## src/rtl/core/dqs_pkg.sv

```systemverilog
// shared types and constants of the double-ended queue with search
// used by every module of the block except dqs_ram; depends on nothing
package dqs_pkg;

  // store geometry (depth is kept a power of two, so ring indexes wrap naturally)
  localparam int unsigned DEPTH = 16;
  localparam int unsigned VAL_W = 32;
  localparam int unsigned IDX_W = $clog2(DEPTH);
  localparam int unsigned CNT_W = $clog2(DEPTH + 1);
  localparam int unsigned OP_W  = 3;
  localparam int unsigned ST_W  = 2;

  // stream widths: fields packed from bit 0, padded to whole bytes
  localparam int unsigned S_DATA_W   = ((VAL_W + 7) / 8) * 8;
  localparam int unsigned S_USER_W   = ((OP_W + 7) / 8) * 8;
  localparam int unsigned M_FIELDS_W = 2 * VAL_W + CNT_W + 1 + 1 + ST_W;
  localparam int unsigned M_DATA_W   = ((M_FIELDS_W + 7) / 8) * 8;

  // operation codes
  localparam logic [OP_W-1:0] OP_PUSH_FRONT = 3'd0;
  localparam logic [OP_W-1:0] OP_PUSH_BACK  = 3'd1;
  localparam logic [OP_W-1:0] OP_POP_FRONT  = 3'd2;
  localparam logic [OP_W-1:0] OP_POP_BACK   = 3'd3;
  localparam logic [OP_W-1:0] OP_SEARCH     = 3'd4;
  localparam logic [OP_W-1:0] OP_REMOVE     = 3'd5;
  localparam logic [OP_W-1:0] OP_QUERY      = 3'd6;

  // status codes
  localparam logic [ST_W-1:0] STS_OK        = 2'd0;
  localparam logic [ST_W-1:0] STS_OVERFLOW  = 2'd1;
  localparam logic [ST_W-1:0] STS_UNDERFLOW = 2'd2;

  // commands from the controller to the datapath
  typedef struct packed {
    logic latch;     // capture the input beat
    logic exec;      // apply push or pop, set status
    logic scan;      // walk the store comparing entries
    logic rd_front;  // read the front entry
    logic rd_back;   // read the back entry, keep front data
    logic load_out;  // load the result register
  } dp_cmd_t;

  // status from the datapath to the controller
  typedef struct packed {
    logic needs_scan;  // search or remove on a non-empty store
    logic scan_done;   // walk finished this cycle
    logic out_free;    // result register can take a beat
  } dp_sts_t;

endpackage

```

## src/rtl/core/double_ended_queue_with_search.sv

```systemverilog
// top level of the double-ended queue with search: stream ports, controller and datapath
// depends on dqs_pkg, dqs_ctrl, dqs_datapath
//
// Bounded deque of 16 signed 32-bit values in a ring store. Each input beat carries an
// operation in tuser and a value in tdata; every beat gives exactly one result beat with
// front, back, count, empty flag, found flag and status. Items are handled one at a time:
// push, pop and query pass through the exec, front read, back read and done states; search
// and remove on a non-empty store add a scan state that walks the stored entries, since the
// store has a single read port and the walk reads one entry per cycle. A remove shifts
// the later entries during the same walk. A finished result waits in an output register,
// so the next input beat is taken while the result is still stalled.
module double_ended_queue_with_search (
  input  logic                            clk_i,
  input  logic                            rst_ni,
  // input beat
  input  logic                            s_axis_tvalid,
  output logic                            s_axis_tready,
  input  logic [dqs_pkg::S_DATA_W-1:0]    s_axis_tdata,  // item_value
  input  logic [dqs_pkg::S_USER_W-1:0]    s_axis_tuser,  // op
  // result beat
  output logic                            m_axis_tvalid,
  input  logic                            m_axis_tready,
  // front_value, back_value, entry_count, is_empty, found, status, zero pad
  output logic [dqs_pkg::M_DATA_W-1:0]    m_axis_tdata
);

  localparam int unsigned PAD_W = dqs_pkg::M_DATA_W - dqs_pkg::M_FIELDS_W;

  dqs_pkg::dp_cmd_t cmd;
  dqs_pkg::dp_sts_t sts;

  logic [dqs_pkg::VAL_W-1:0] front_value, back_value;
  logic [dqs_pkg::CNT_W-1:0] entry_count;
  logic                      is_empty, found;
  logic [dqs_pkg::ST_W-1:0]  status;

  dqs_ctrl u_ctrl (
    .clk_i     (clk_i),
    .rst_ni    (rst_ni),
    .s_valid_i (s_axis_tvalid),
    .s_ready_o (s_axis_tready),
    .sts_i     (sts),
    .cmd_o     (cmd)
  );

  dqs_datapath u_dp (
    .clk_i         (clk_i),
    .rst_ni        (rst_ni),
    .cmd_i         (cmd),
    .sts_o         (sts),
    .op_i          (s_axis_tuser[dqs_pkg::OP_W-1:0]),
    .value_i       (s_axis_tdata[dqs_pkg::VAL_W-1:0]),
    .out_valid_o   (m_axis_tvalid),
    .out_ready_i   (m_axis_tready),
    .front_value_o (front_value),
    .back_value_o  (back_value),
    .entry_count_o (entry_count),
    .is_empty_o    (is_empty),
    .found_o       (found),
    .status_o      (status)
  );

  // result packing, first field in the lowest bits
  assign m_axis_tdata = {{PAD_W{1'b0}}, status, found, is_empty, entry_count,
                         back_value, front_value};

endmodule

```

## src/rtl/core/dqs_ram.sv

```systemverilog
// generic single-write, single-read ram with registered read data
// no package dependency
module dqs_ram #(
  parameter int unsigned WIDTH = 32,
  parameter int unsigned DEPTH = 16
) (
  input  logic                     clk_i,
  input  logic                     we_i,
  input  logic [$clog2(DEPTH)-1:0] waddr_i,
  input  logic [WIDTH-1:0]         wdata_i,
  input  logic                     re_i,
  input  logic [$clog2(DEPTH)-1:0] raddr_i,
  output logic [WIDTH-1:0]         rdata_o
);

  logic [WIDTH-1:0] mem_q [DEPTH];
  logic [WIDTH-1:0] rdata_q;

  // write port
  always_ff @(posedge clk_i) begin
    if (we_i) begin
      mem_q[waddr_i] <= wdata_i;
    end
  end

  // registered read port, holds when not enabled
  always_ff @(posedge clk_i) begin
    if (re_i) begin
      rdata_q <= mem_q[raddr_i];
    end
  end

  assign rdata_o = rdata_q;

endmodule

```

## src/rtl/core/dqs_ctrl.sv

```systemverilog
// controller state machine of the deque: sequences exec, scan, readout and result
// depends on dqs_pkg for the command and status structs
module dqs_ctrl (
  input  logic             clk_i,
  input  logic             rst_ni,
  input  logic             s_valid_i,
  output logic             s_ready_o,
  input  dqs_pkg::dp_sts_t sts_i,
  output dqs_pkg::dp_cmd_t cmd_o
);

  localparam logic [2:0] S_IDLE     = 3'd0;
  localparam logic [2:0] S_EXEC     = 3'd1;
  localparam logic [2:0] S_SCAN     = 3'd2;
  localparam logic [2:0] S_RD_FRONT = 3'd3;
  localparam logic [2:0] S_RD_BACK  = 3'd4;
  localparam logic [2:0] S_DONE     = 3'd5;

  logic [2:0] state_q, state_d;

  // next state and commands
  always_comb begin
    state_d        = state_q;
    cmd_o          = '0;
    s_ready_o      = 1'b0;
    case (state_q)
      S_IDLE: begin
        s_ready_o = 1'b1;
        if (s_valid_i) begin
          cmd_o.latch = 1'b1;
          state_d     = S_EXEC;
        end
      end
      S_EXEC: begin
        cmd_o.exec = 1'b1;
        state_d    = sts_i.needs_scan ? S_SCAN : S_RD_FRONT;
      end
      S_SCAN: begin
        cmd_o.scan = 1'b1;
        if (sts_i.scan_done) begin
          state_d = S_RD_FRONT;
        end
      end
      S_RD_FRONT: begin
        cmd_o.rd_front = 1'b1;
        state_d        = S_RD_BACK;
      end
      S_RD_BACK: begin
        cmd_o.rd_back = 1'b1;
        state_d       = S_DONE;
      end
      S_DONE: begin
        if (sts_i.out_free) begin
          cmd_o.load_out = 1'b1;
          state_d        = S_IDLE;
        end
      end
      default: begin
        state_d = S_IDLE;
      end
    endcase
  end

  // state register
  always_ff @(posedge clk_i or negedge rst_ni) begin
    if (!rst_ni) begin
      state_q <= S_IDLE;
    end else begin
      state_q <= state_d;
    end
  end

endmodule

```

## src/rtl/core/dqs_datapath.sv

```systemverilog
// datapath of the deque: ring pointers, store, scan compare and result register
// depends on dqs_pkg and dqs_ram
module dqs_datapath (
  input  logic                          clk_i,
  input  logic                          rst_ni,
  input  dqs_pkg::dp_cmd_t              cmd_i,
  output dqs_pkg::dp_sts_t              sts_o,
  input  logic [dqs_pkg::OP_W-1:0]      op_i,
  input  logic [dqs_pkg::VAL_W-1:0]     value_i,
  output logic                          out_valid_o,
  input  logic                          out_ready_i,
  output logic [dqs_pkg::VAL_W-1:0]     front_value_o,
  output logic [dqs_pkg::VAL_W-1:0]     back_value_o,
  output logic [dqs_pkg::CNT_W-1:0]     entry_count_o,
  output logic                          is_empty_o,
  output logic                          found_o,
  output logic [dqs_pkg::ST_W-1:0]      status_o
);

  // latched item
  logic [dqs_pkg::OP_W-1:0]  op_q;
  logic [dqs_pkg::VAL_W-1:0] val_q;

  // queue state
  logic [dqs_pkg::IDX_W-1:0] head_q, head_d;
  logic [dqs_pkg::CNT_W-1:0] count_q, count_d;
  logic [dqs_pkg::ST_W-1:0]  status_q, status_d;

  // scan state
  logic [dqs_pkg::CNT_W-1:0] rd_off_q;
  logic [dqs_pkg::IDX_W-1:0] cmp_off_q;
  logic                      cmp_vld_q;
  logic                      hit_q;

  // readout
  logic [dqs_pkg::VAL_W-1:0] front_q;

  // result register
  logic                      out_valid_q;
  logic [dqs_pkg::VAL_W-1:0] out_front_q, out_back_q;
  logic [dqs_pkg::CNT_W-1:0] out_count_q;
  logic                      out_empty_q, out_found_q;
  logic [dqs_pkg::ST_W-1:0]  out_status_q;

  // ram ports
  logic                      ram_we, ram_re;
  logic [dqs_pkg::IDX_W-1:0] ram_waddr, ram_raddr;
  logic [dqs_pkg::VAL_W-1:0] ram_wdata, ram_rdata;

  logic is_full, is_empty, issue, match, last_cmp, is_search, is_remove;

  assign is_full   = (count_q == dqs_pkg::CNT_W'(dqs_pkg::DEPTH));
  assign is_empty  = (count_q == '0);
  assign is_search = (op_q == dqs_pkg::OP_SEARCH);
  assign is_remove = (op_q == dqs_pkg::OP_REMOVE);
  assign issue     = (rd_off_q < count_q);
  assign match     = (ram_rdata == val_q);
  assign last_cmp  = ((dqs_pkg::CNT_W'(cmp_off_q) + dqs_pkg::CNT_W'(1)) == count_q);

  assign sts_o.needs_scan = (is_search || is_remove) && !is_empty;
  assign sts_o.scan_done  = cmd_i.scan && cmp_vld_q && ((is_search && match) || last_cmp);
  assign sts_o.out_free   = !out_valid_q || out_ready_i;

  // push and pop updates, shift writes of a remove
  always_comb begin
    head_d    = head_q;
    count_d   = count_q;
    status_d  = status_q;
    ram_we    = 1'b0;
    ram_waddr = head_q;
    ram_wdata = val_q;
    if (cmd_i.exec) begin
      status_d = dqs_pkg::STS_OK;
      case (op_q)
        dqs_pkg::OP_PUSH_FRONT: begin
          if (is_full) begin
            status_d = dqs_pkg::STS_OVERFLOW;
          end else begin
            head_d    = head_q - dqs_pkg::IDX_W'(1);
            ram_we    = 1'b1;
            ram_waddr = head_q - dqs_pkg::IDX_W'(1);
            count_d   = count_q + dqs_pkg::CNT_W'(1);
          end
        end
        dqs_pkg::OP_PUSH_BACK: begin
          if (is_full) begin
            status_d = dqs_pkg::STS_OVERFLOW;
          end else begin
            ram_we    = 1'b1;
            ram_waddr = head_q + count_q[dqs_pkg::IDX_W-1:0];
            count_d   = count_q + dqs_pkg::CNT_W'(1);
          end
        end
        dqs_pkg::OP_POP_FRONT: begin
          if (is_empty) begin
            status_d = dqs_pkg::STS_UNDERFLOW;
          end else begin
            head_d  = head_q + dqs_pkg::IDX_W'(1);
            count_d = count_q - dqs_pkg::CNT_W'(1);
          end
        end
        dqs_pkg::OP_POP_BACK: begin
          if (is_empty) begin
            status_d = dqs_pkg::STS_UNDERFLOW;
          end else begin
            count_d = count_q - dqs_pkg::CNT_W'(1);
          end
        end
        default: begin
          status_d = dqs_pkg::STS_OK;
        end
      endcase
    end else if (cmd_i.scan) begin
      // after a removal match every later entry moves one place to the front
      if (cmp_vld_q && hit_q) begin
        ram_we    = 1'b1;
        ram_waddr = head_q + cmp_off_q - dqs_pkg::IDX_W'(1);
        ram_wdata = ram_rdata;
      end
      if (sts_o.scan_done && is_remove && (hit_q || match)) begin
        count_d = count_q - dqs_pkg::CNT_W'(1);
      end
    end
  end

  // read address: scan walk, then front and back
  always_comb begin
    ram_re    = 1'b0;
    ram_raddr = head_q;
    if (cmd_i.scan) begin
      ram_re    = issue;
      ram_raddr = head_q + rd_off_q[dqs_pkg::IDX_W-1:0];
    end else if (cmd_i.rd_front) begin
      ram_re    = 1'b1;
      ram_raddr = head_q;
    end else if (cmd_i.rd_back) begin
      ram_re    = 1'b1;
      ram_raddr = head_q + count_q[dqs_pkg::IDX_W-1:0] - dqs_pkg::IDX_W'(1);
    end
  end

  dqs_ram #(
    .WIDTH (dqs_pkg::VAL_W),
    .DEPTH (dqs_pkg::DEPTH)
  ) u_ring (
    .clk_i   (clk_i),
    .we_i    (ram_we),
    .waddr_i (ram_waddr),
    .wdata_i (ram_wdata),
    .re_i    (ram_re),
    .raddr_i (ram_raddr),
    .rdata_o (ram_rdata)
  );

  // control registers
  always_ff @(posedge clk_i or negedge rst_ni) begin
    if (!rst_ni) begin
      head_q      <= '0;
      count_q     <= '0;
      cmp_vld_q   <= 1'b0;
      hit_q       <= 1'b0;
      rd_off_q    <= '0;
      out_valid_q <= 1'b0;
    end else begin
      head_q  <= head_d;
      count_q <= count_d;
      if (cmd_i.exec) begin
        rd_off_q  <= '0;
        cmp_vld_q <= 1'b0;
        hit_q     <= 1'b0;
      end else if (cmd_i.scan) begin
        cmp_vld_q <= issue;
        if (issue) begin
          rd_off_q <= rd_off_q + dqs_pkg::CNT_W'(1);
        end
        if (cmp_vld_q && match) begin
          hit_q <= 1'b1;
        end
      end
      if (cmd_i.load_out) begin
        out_valid_q <= 1'b1;
      end else if (out_ready_i) begin
        out_valid_q <= 1'b0;
      end
    end
  end

  // payload registers
  always_ff @(posedge clk_i) begin
    status_q <= status_d;
    if (cmd_i.latch) begin
      op_q  <= op_i;
      val_q <= value_i;
    end
    if (cmd_i.scan) begin
      cmp_off_q <= rd_off_q[dqs_pkg::IDX_W-1:0];
    end
    if (cmd_i.rd_back) begin
      front_q <= ram_rdata;
    end
    if (cmd_i.load_out) begin
      out_front_q  <= is_empty ? '0 : front_q;
      out_back_q   <= is_empty ? '0 : ram_rdata;
      out_count_q  <= count_q;
      out_empty_q  <= is_empty;
      out_found_q  <= hit_q;
      out_status_q <= status_q;
    end
  end

  assign out_valid_o   = out_valid_q;
  assign front_value_o = out_front_q;
  assign back_value_o  = out_back_q;
  assign entry_count_o = out_count_q;
  assign is_empty_o    = out_empty_q;
  assign found_o       = out_found_q;
  assign status_o      = out_status_q;

endmodule

```

## config.mk

```make
export PLATFORM = sky130hd
export DESIGN_NAME = double_ended_queue_with_search
export DESIGN_NICKNAME = d
export VERILOG_FILES = /design/src/rtl/core/dqs_pkg.sv /design/src/rtl/core/double_ended_queue_with_search.sv /design/src/rtl/core/dqs_ram.sv /design/src/rtl/core/dqs_ctrl.sv /design/src/rtl/core/dqs_datapath.sv
export SDC_FILE = /design/constraint.sdc
export NUM_CORES = 1
export LEC_CHECK = 0
export BUFFER_PORTS_ARGS = -buffer_cell sky130_fd_sc_hd__buf_2
export CAP_MARGIN = 40
export CORE_ASPECT_RATIO = 1.5
export CORE_MARGIN = 5
export CORE_UTILIZATION = 55
export DETAILED_ROUTE_END_ITERATION = 8
export PLACE_DENSITY = 0.71
export SLEW_MARGIN = 15
export SYNTH_ARGS = -nofsm -noshare
export SYNTH_HDL_FRONTEND = slang
export SYNTH_SLANG_ARGS = --single-unit
```

## constraint.sdc

```tcl
create_clock -name clk_i -period 3.8 [get_ports clk_i]
set_input_delay 0.38 -clock clk_i [delete_from_list [all_inputs] [get_ports clk_i]]
set_output_delay 0.38 -clock clk_i [all_outputs]
set_load 0.05 [all_outputs]
```

==> summary.txt, run 1 <==
Run status
  – Status: finished clean

Routing
  – DR vias: 17300
  – Final WL: 67700 µm
  – Routed vias/inst: 5.79
  – Post-DRT Antenna Nets: 0
  – DR pass1 iterations: 6
  – Iter 0 DRT Violations: 1840
  – Drt wl/cell: 22.6 µm
  – Post-route DRC: 0

Timing
  – Final hold violation count: 0
  – Max-slew violation count: 0
  – Rel. slew slack: 45.4%
  – Final-report setup violation count: 0
  – Crit share post-route: 93.3%
  – Worst Tran Pin Value: 818 ps
  – Max Clock Freq: 282 MHz
  – Post-Route Skew: 14.1 ps
  – Final Critical Period: 3550 ps
  – Unrepaired setup endpoints after global routing: no

Yosys
  – Sequential share of the synthesized area: 74.4%
  – Synth unique cells: 57
  – EDFF count, synth: 690
  – Main synth FF type: edfxtp_1
  – Ys async rst share: 2.82%
  – Cells taking the most area after synthesis: edfxtp_1 (73%), nand2_1 (7.2%), nand3_1 (4.7%)
  – Mapped cell area: 0.0285 mm²
  – Ys Warns: 0
  – Syn avg cell area: 13.6 µm²
  – Leading area contributor after synthesis: edfxtp_1
  – Synth top area share: 72.6%
  – Gate Count Post-Synth: 2095
  – Synthesized flop and latch total: 710
  – Commonest cells post-synth: edfxtp_1 (690), nand2_1 (546), nand3_1 (268), nand4_1 (77), nor2b_1 (65)
  – Top-count cell post-synth: edfxtp_1

Critical path
  – Crit. End Element: register
  – R2R setup slack: 250 ps
  – CP most frequent cell: nor2_1
  – Worst Path Arrival: 3830 ps
  – Crit path from: u_dp.count_q[1]
  – CP peak stage delay: 650 ps
  – Largest fanout on the critical path: 14
  – Crit path required time: 4090 ps
  – Crit start category: register
  – CP max stage cell: nor4bb_1
  – Worst R2R Start: u_dp.count_q[1]
  – CP cell instances: inv_1, ha_1, nor4bb_1, nor2_1, a211o_1, and3_1, nor2_1, nand2_1, nor2_4, buf_4
  – Critical path class: register to register

Run
  – Max_cap viols: 0

Final layout
  – Ant. Diodes: 0
  – Post-Layout Cell Count: 2991
  – Layout cells sized above 1: 14.8%
  – NumNets Final: 2336
  – Area growth from synthesis to layout: 15.2%
  – Fillers: 3638

Global route
  – Vias in the first global route: 17000
  – Initial antenna violation count: 1
  – Largest net degree at the start of global routing: 112
  – GRT overflow: 0
  – First-pass GRT wire length: 102000 µm
  – GRT Overall Usage: 23.6%

Floorplan
  – Initial core utilization: 55.3%
  – Die area: 0.0566 mm²
  – Core ar.: 0.0516 mm²
  – Core Rows: 102
  – Die Y-Extent: 289 µm
  – Die width: 196 µm
  – Ports: 126

Hold path
  – Hold path startpoint: s_axis_tvalid
  – Hold/Removal Path Class: input pin to register

Power and ir drop
  – Leakage: 0.0115 µW
  – Power per cell area: 858 mW/mm²
  – Pwr Total: 28200 µW
  – Max VDD drop: 0.000820 V

Clocking
  – Postcts setup bufs: 0
  – Worst-path clk slew: 70 ps
  – Clk sink count: 710
  – H-tree depth: 2
  – CTS tree: done
  – CTS root buf: clkbuf_16
  – CTS max path bufs: 3
  – Post-CTS sizing: 0
  – Worst-Skew Late Latency: 610 ps
  – CTS buffer count: 61

Placed design
  – DP HPWL: 39500 µm
  – Port buffer count: 113
  – Placer Congestion: 0.897
  – Dpl cells: 2844
## stage by stage
| step | worst slack (ps) | area, µm² | util [%] | hold slack, ps | setup TNS [ps] |
|---|---|---|---|---|---|
| floorplan | -302 | 28600 | - | 84.4 | -152350 |
| detailed placement | 339 | 30500 | 59.2 | 385 | 0 |
| finish | 254 | 32900 | 63.7 | 249 | 0 |
| global placement | 394 | 30500 | 59.2 | 382 | 0 |
| CTS | 312 | 32900 | 63.7 | 219 | 0 |
| global route | 117 | 32900 | 63.7 | 263 | 0 |
## metal layers
layer / global-route usage [%] / vias up / part of all wire [%]
li1: - / 7903 / -
met1: 30.3 / 8504 / 38
met2: 41.6 / 773 / 51
met3: 3.00 / 151 / 7.2
met4: 8.26 / 0 / 3.4
met5: 0 / - / 0
## path summary, 6_finish.rpt
kind | endpoint | cells after the start
setup / recovery | u_dp.u_ring.mem_q[0][9] | 10
hold reg to reg | u_dp.status_o[0] | 0
hold / removal | u_ctrl.state_q[0] | 4
min in group asynchronous | u_dp.count_q[0] | 2
setup reg to reg | u_dp.u_ring.mem_q[0][9] | 10
max in group asynchronous | u_dp.hit_q | 2
## layout make-up
cell class	instances	area (µm²)	share of cell area, %
sequential	710	21200	64.6
multi-input combinational	1246	6860	20.9
timing repair buffer	222	1870	5.70
clock buffer	68	1560	4.76
tap	676	846	2.57
clock inverter	43	398	1.21
inverter	26	97.6	0.297
## cells in the final DEF, fill, tap and decap left out, drive strengths merged, types with 4 or more instances in the layout
master       instances
nand2              546
nor2b               65
xnor2               50
o31ai                5
edfxtp             690
clkinv              32
mux2                33
nand4               77
a21oi               11
bufinv               7
and2                 4
mux2i               34
nand2b               5
nor2                37
o22ai                4
buf                186
nand3              268
a21o                 5
inv                 27
dlygate4sd3         36
o21ai               12
dfrtp               20
conb                 7
xor2                 5
nor4                 4
nor3                 7
and3                 5
ha                  22
clkbuf              68
## cells by family after synthesis
family,after synthesis,synth area share (%)
AO/OA/AOI/OAI,62,1.53
other,1,0.0131
buffers and inverters,145,2.33
XOR/XNOR,56,1.77
AND/OR/NAND/NOR,1029,16.3
adder cells (fa/ha/maj),25,1.18
flip-flops,710,74.4
multiplexers,67,2.49
## sequential cells by signal (all words and copies together) (netlist names), 2 cells and up
signal / cells
u_dp.back_value_o: 32
u_dp.rd_off_q: 5
u_dp.status_o: 2
u_dp.head_q: 4
u_dp.front_value_o: 32
u_dp.u_ring.mem_q: 512
u_dp.front_q: 32
u_dp.entry_count_o: 5
u_dp.u_ring.rdata_o: 32
u_dp.count_q: 5
u_ctrl.state_q: 3
u_dp.cmp_off_q: 4
u_dp.op_q: 3
u_dp.val_q: 32
u_dp.status_q: 2
## power breakdown
group | internal, µW | switching [µW] | leakage (µW)
Clock | 3430 | 2720 | 0.000965
Sequential | 10000 | 665 | 0.00649
Combinational | 3820 | 7530 | 0.00404
## worst max-delay path, delay by kind of cell, from the launching register on
kind,cells,cell delay (ps)
DFF,1,510
buffers and inverters,2,510
adders and majority gates,1,240
and+or+nand+nor,6,1580
AOI/OAI and AO/OA,1,350
## repair_timing
action                                 CTS  global route
setup endpoints to repair                0             0
hold buffers                            36             0
endpoints found under the hold margin   55             0
Note: power is estimated with default switching activity, not from simulation.
==> inputs of run 2 (changes only) <==
Settings changed: CORE_UTILIZATION 55 to 61, PLACE_DENSITY 0.71 to 0.75.
Clock period 3.8 ns to 3.59 ns, I/O delays scaled along.
==> summary.txt, run 2 (synthesized netlist as in run 1, its figures left out) <==
Power and ir drop
  – Sequential share of power: 37.4%
  – Pint: 18600 µW
  – Pwr Total: 30300 µW
  – Sw Ratio: 38.6%
  – Gate power share: 39.3%
  – Sw Pwr: 11700 µW
  – Max VDD drop: 0.000871 V
  – Leakage: 0.0116 µW
  – Power per cell area: 919 mW/mm²
  – Clock Power Share: 23.3%

Critical path
  – R2R setup slack: 120 ps
  – Critical path class: register to register
  – Worst Reg-to-Reg Cells: 11
  – R2R Path End: u_dp.u_ring.rdata_o[29]
  – CP delay by family, top: adder cells
  – CP cell instances: ha_1, fa_1, inv_1, ha_1, a221oi_1, a2bb2oi_1, and2_2, buf_16, nand3_1, nand4_1, mux2i_1
  – CP peak stage delay: 520 ps
  – Crit. End Element: register
  – Worst Path Arrival: 3820 ps
  – CP most frequent cell: ha_1
  – CP max stage cell: fa_1
  – Crit start category: register
  – Crit path required time: 3940 ps
  – Largest fanout on the critical path: 64
  – Crit path buf inv count: 2
  – Crit path depth: 11
  – Worst R2R Start: u_dp.count_q[0]

Routing
  – Post-route DRC: 0
  – Final WL: 69100 µm
  – Post-DRT Antenna Nets: 0
  – Routed vias/inst: 6.12
  – DR pass1 iterations: 6
  – Drt wl/cell: 23.7 µm
  – Iter 0 DRT Violations: 2202
  – DR vias: 17800

Timing
  – Final Critical Period: 3470 ps
  – Max-slew violation count: 0
  – Final-report setup violation count: 0
  – Rel. slew slack: 50.4%
  – Setup TNS: 0 ps
  – Max Clock Freq: 288 MHz
  – Worst Tran Pin Value: 737 ps
  – Post-Route Skew: 21.5 ps
  – Final hold violation count: 0
  – Setup ws final: 120 ps
  – Unrepaired setup endpoints after global routing: no
  – Crit share post-route: 96.7%
  – Hold slack: 162 ps

Hold path
  – Hold Path Depth: 3
  – Hold/Removal Path Class: input pin to register
  – Hold path startpoint: m_axis_tready
  – WHS Endpoint: u_dp.out_valid_o

Floorplan
  – Die width: 187 µm
  – Die Y-Extent: 275 µm
  – Core ar.: 0.0465 mm²
  – Initial core utilization: 61.4%
  – Ports: 126
  – Die area: 0.0513 mm²
  – Core Rows: 97

Clocking
  – CTS max path bufs: 3
  – CTS tree: done
  – CTS root buf: clkbuf_16
  – Postcts setup bufs: 0
  – Clk sink count: 710
  – CTS buffer count: 60
  – H-tree depth: 2
  – Worst-Skew Late Latency: 620 ps
  – Worst-path clk slew: 70 ps

Placed design
  – DP Worst Slack: 194 ps
  – Placer Congestion: 0.904
  – Port buffer count: 113
  – DP HPWL: 39100 µm

Global route
  – Vias in the first global route: 17500
  – First-pass GRT wire length: 104000 µm
  – Largest net degree at the start of global routing: 128
  – GRT overflow: 0
  – GRT Overall Usage: 26.6%
  – Initial antenna violation count: 1

Final layout
  – Commonest non-fill, non-tap cell in the layout: edfxtp_1
  – NumNets Final: 2335
  – Most frequent cells in the layout: edfxtp_1 (690), nand2_1 (546), nand3_1 (268), buf_2 (113), nand4_1 (77)
  – Layout Utilization: 70.9%
  – Area growth from synthesis to layout: 15.4%
  – Biggest register: u_dp.u_ring.mem_q
  – Max reg flops: 512
  – Layout cells sized above 1: 15.0%
  – Ant. Diodes: 0

Run status
  – Status: finished clean

Run
  – Max_cap viols: 0
[run 2: cell count changes in the layout (fill, tap and decap cells not counted), moves of 2 or more]
cell,previous run,this run
bufinv_16,7,14
clkinv_2,16,10
buf_12,32,27
clkinv_1,15,10
buf_4,41,44
buf_16,0,2
clkbuf_1,6,8
[run 2: cell type report]
type	instances	area [µm²]
clock buffer	69	1560
timing repair buffer	222	1850
fill	2863	13500
multi-input combinational	1246	6860
sequential	710	21200
clock inverter	43	611
tap	594	743
inverter	26	97.6
[run 2: power by group through the flow]
stage                     combinational (µW)  clock (µW)  sequential (µW)
after detailed placement               11600           0            11500
after global placement                 11300           0            11400
after global routing                   12900        7470            11400
after floorplan                         7650           0            11600
after CTS                              11800        7120            11300
final                                  11900        7060            11300
[run 2: routing by layer]
metal / vias to the layer above / global-route usage [%] / routed length, µm / share of wire [%]
met2: 967 / 46.6 / 35400 / 51
met1: 8747 / 34.0 / 24900 / 36
met3: 186 / 3.66 / 5980 / 8.7
met5: - / 0 / 0 / 0
met4: 0 / 10.2 / 2710 / 3.9
li1: 7905 / - / - / -
[run 2: how the worst max path moves through the flow]
stage                          from  slack [ps]                        to
floorplan            u_dp.head_q[1]        -510   u_dp.u_ring.mem_q[4][0]
global placement     u_dp.head_q[1]         210  u_dp.u_ring.mem_q[5][14]
detailed placement  u_dp.count_q[0]         190    u_dp.u_ring.rdata_o[8]
CTS                  u_dp.head_q[1]         160  u_dp.u_ring.mem_q[5][24]
global route         u_dp.head_q[0]           6   u_dp.u_ring.rdata_o[25]
finish              u_dp.count_q[0]         120   u_dp.u_ring.rdata_o[29]
[run 2: stage by stage]
stage / instances / area [µm²]
global placement: 2760 / 30400
detailed placement: 2761 / 30400
floorplan: 2101 / 28600
global route: 2910 / 32900
finish: 2910 / 32900
CTS: 2909 / 32900
[run 2: what timing repair did]
item                                   4_1_cts  5_1_grt
setup endpoints to repair                    0       64
resized for setup                            0        2
endpoints found under the hold margin       55        0
hold buffers                                36        0
[run 2: worst reg2reg max path: cells and delay by family, from the launching register on]
| family | cells | cell delay, ps |
|---|---|---|
| DFF | 1 | 410 |
| buffers and inverters | 2 | 410 |
| and+or+nand+nor | 3 | 610 |
| muxes | 1 | 80 |
| adders and majority gates | 3 | 1060 |
| AOI/OAI and AO/OA | 2 | 640 |
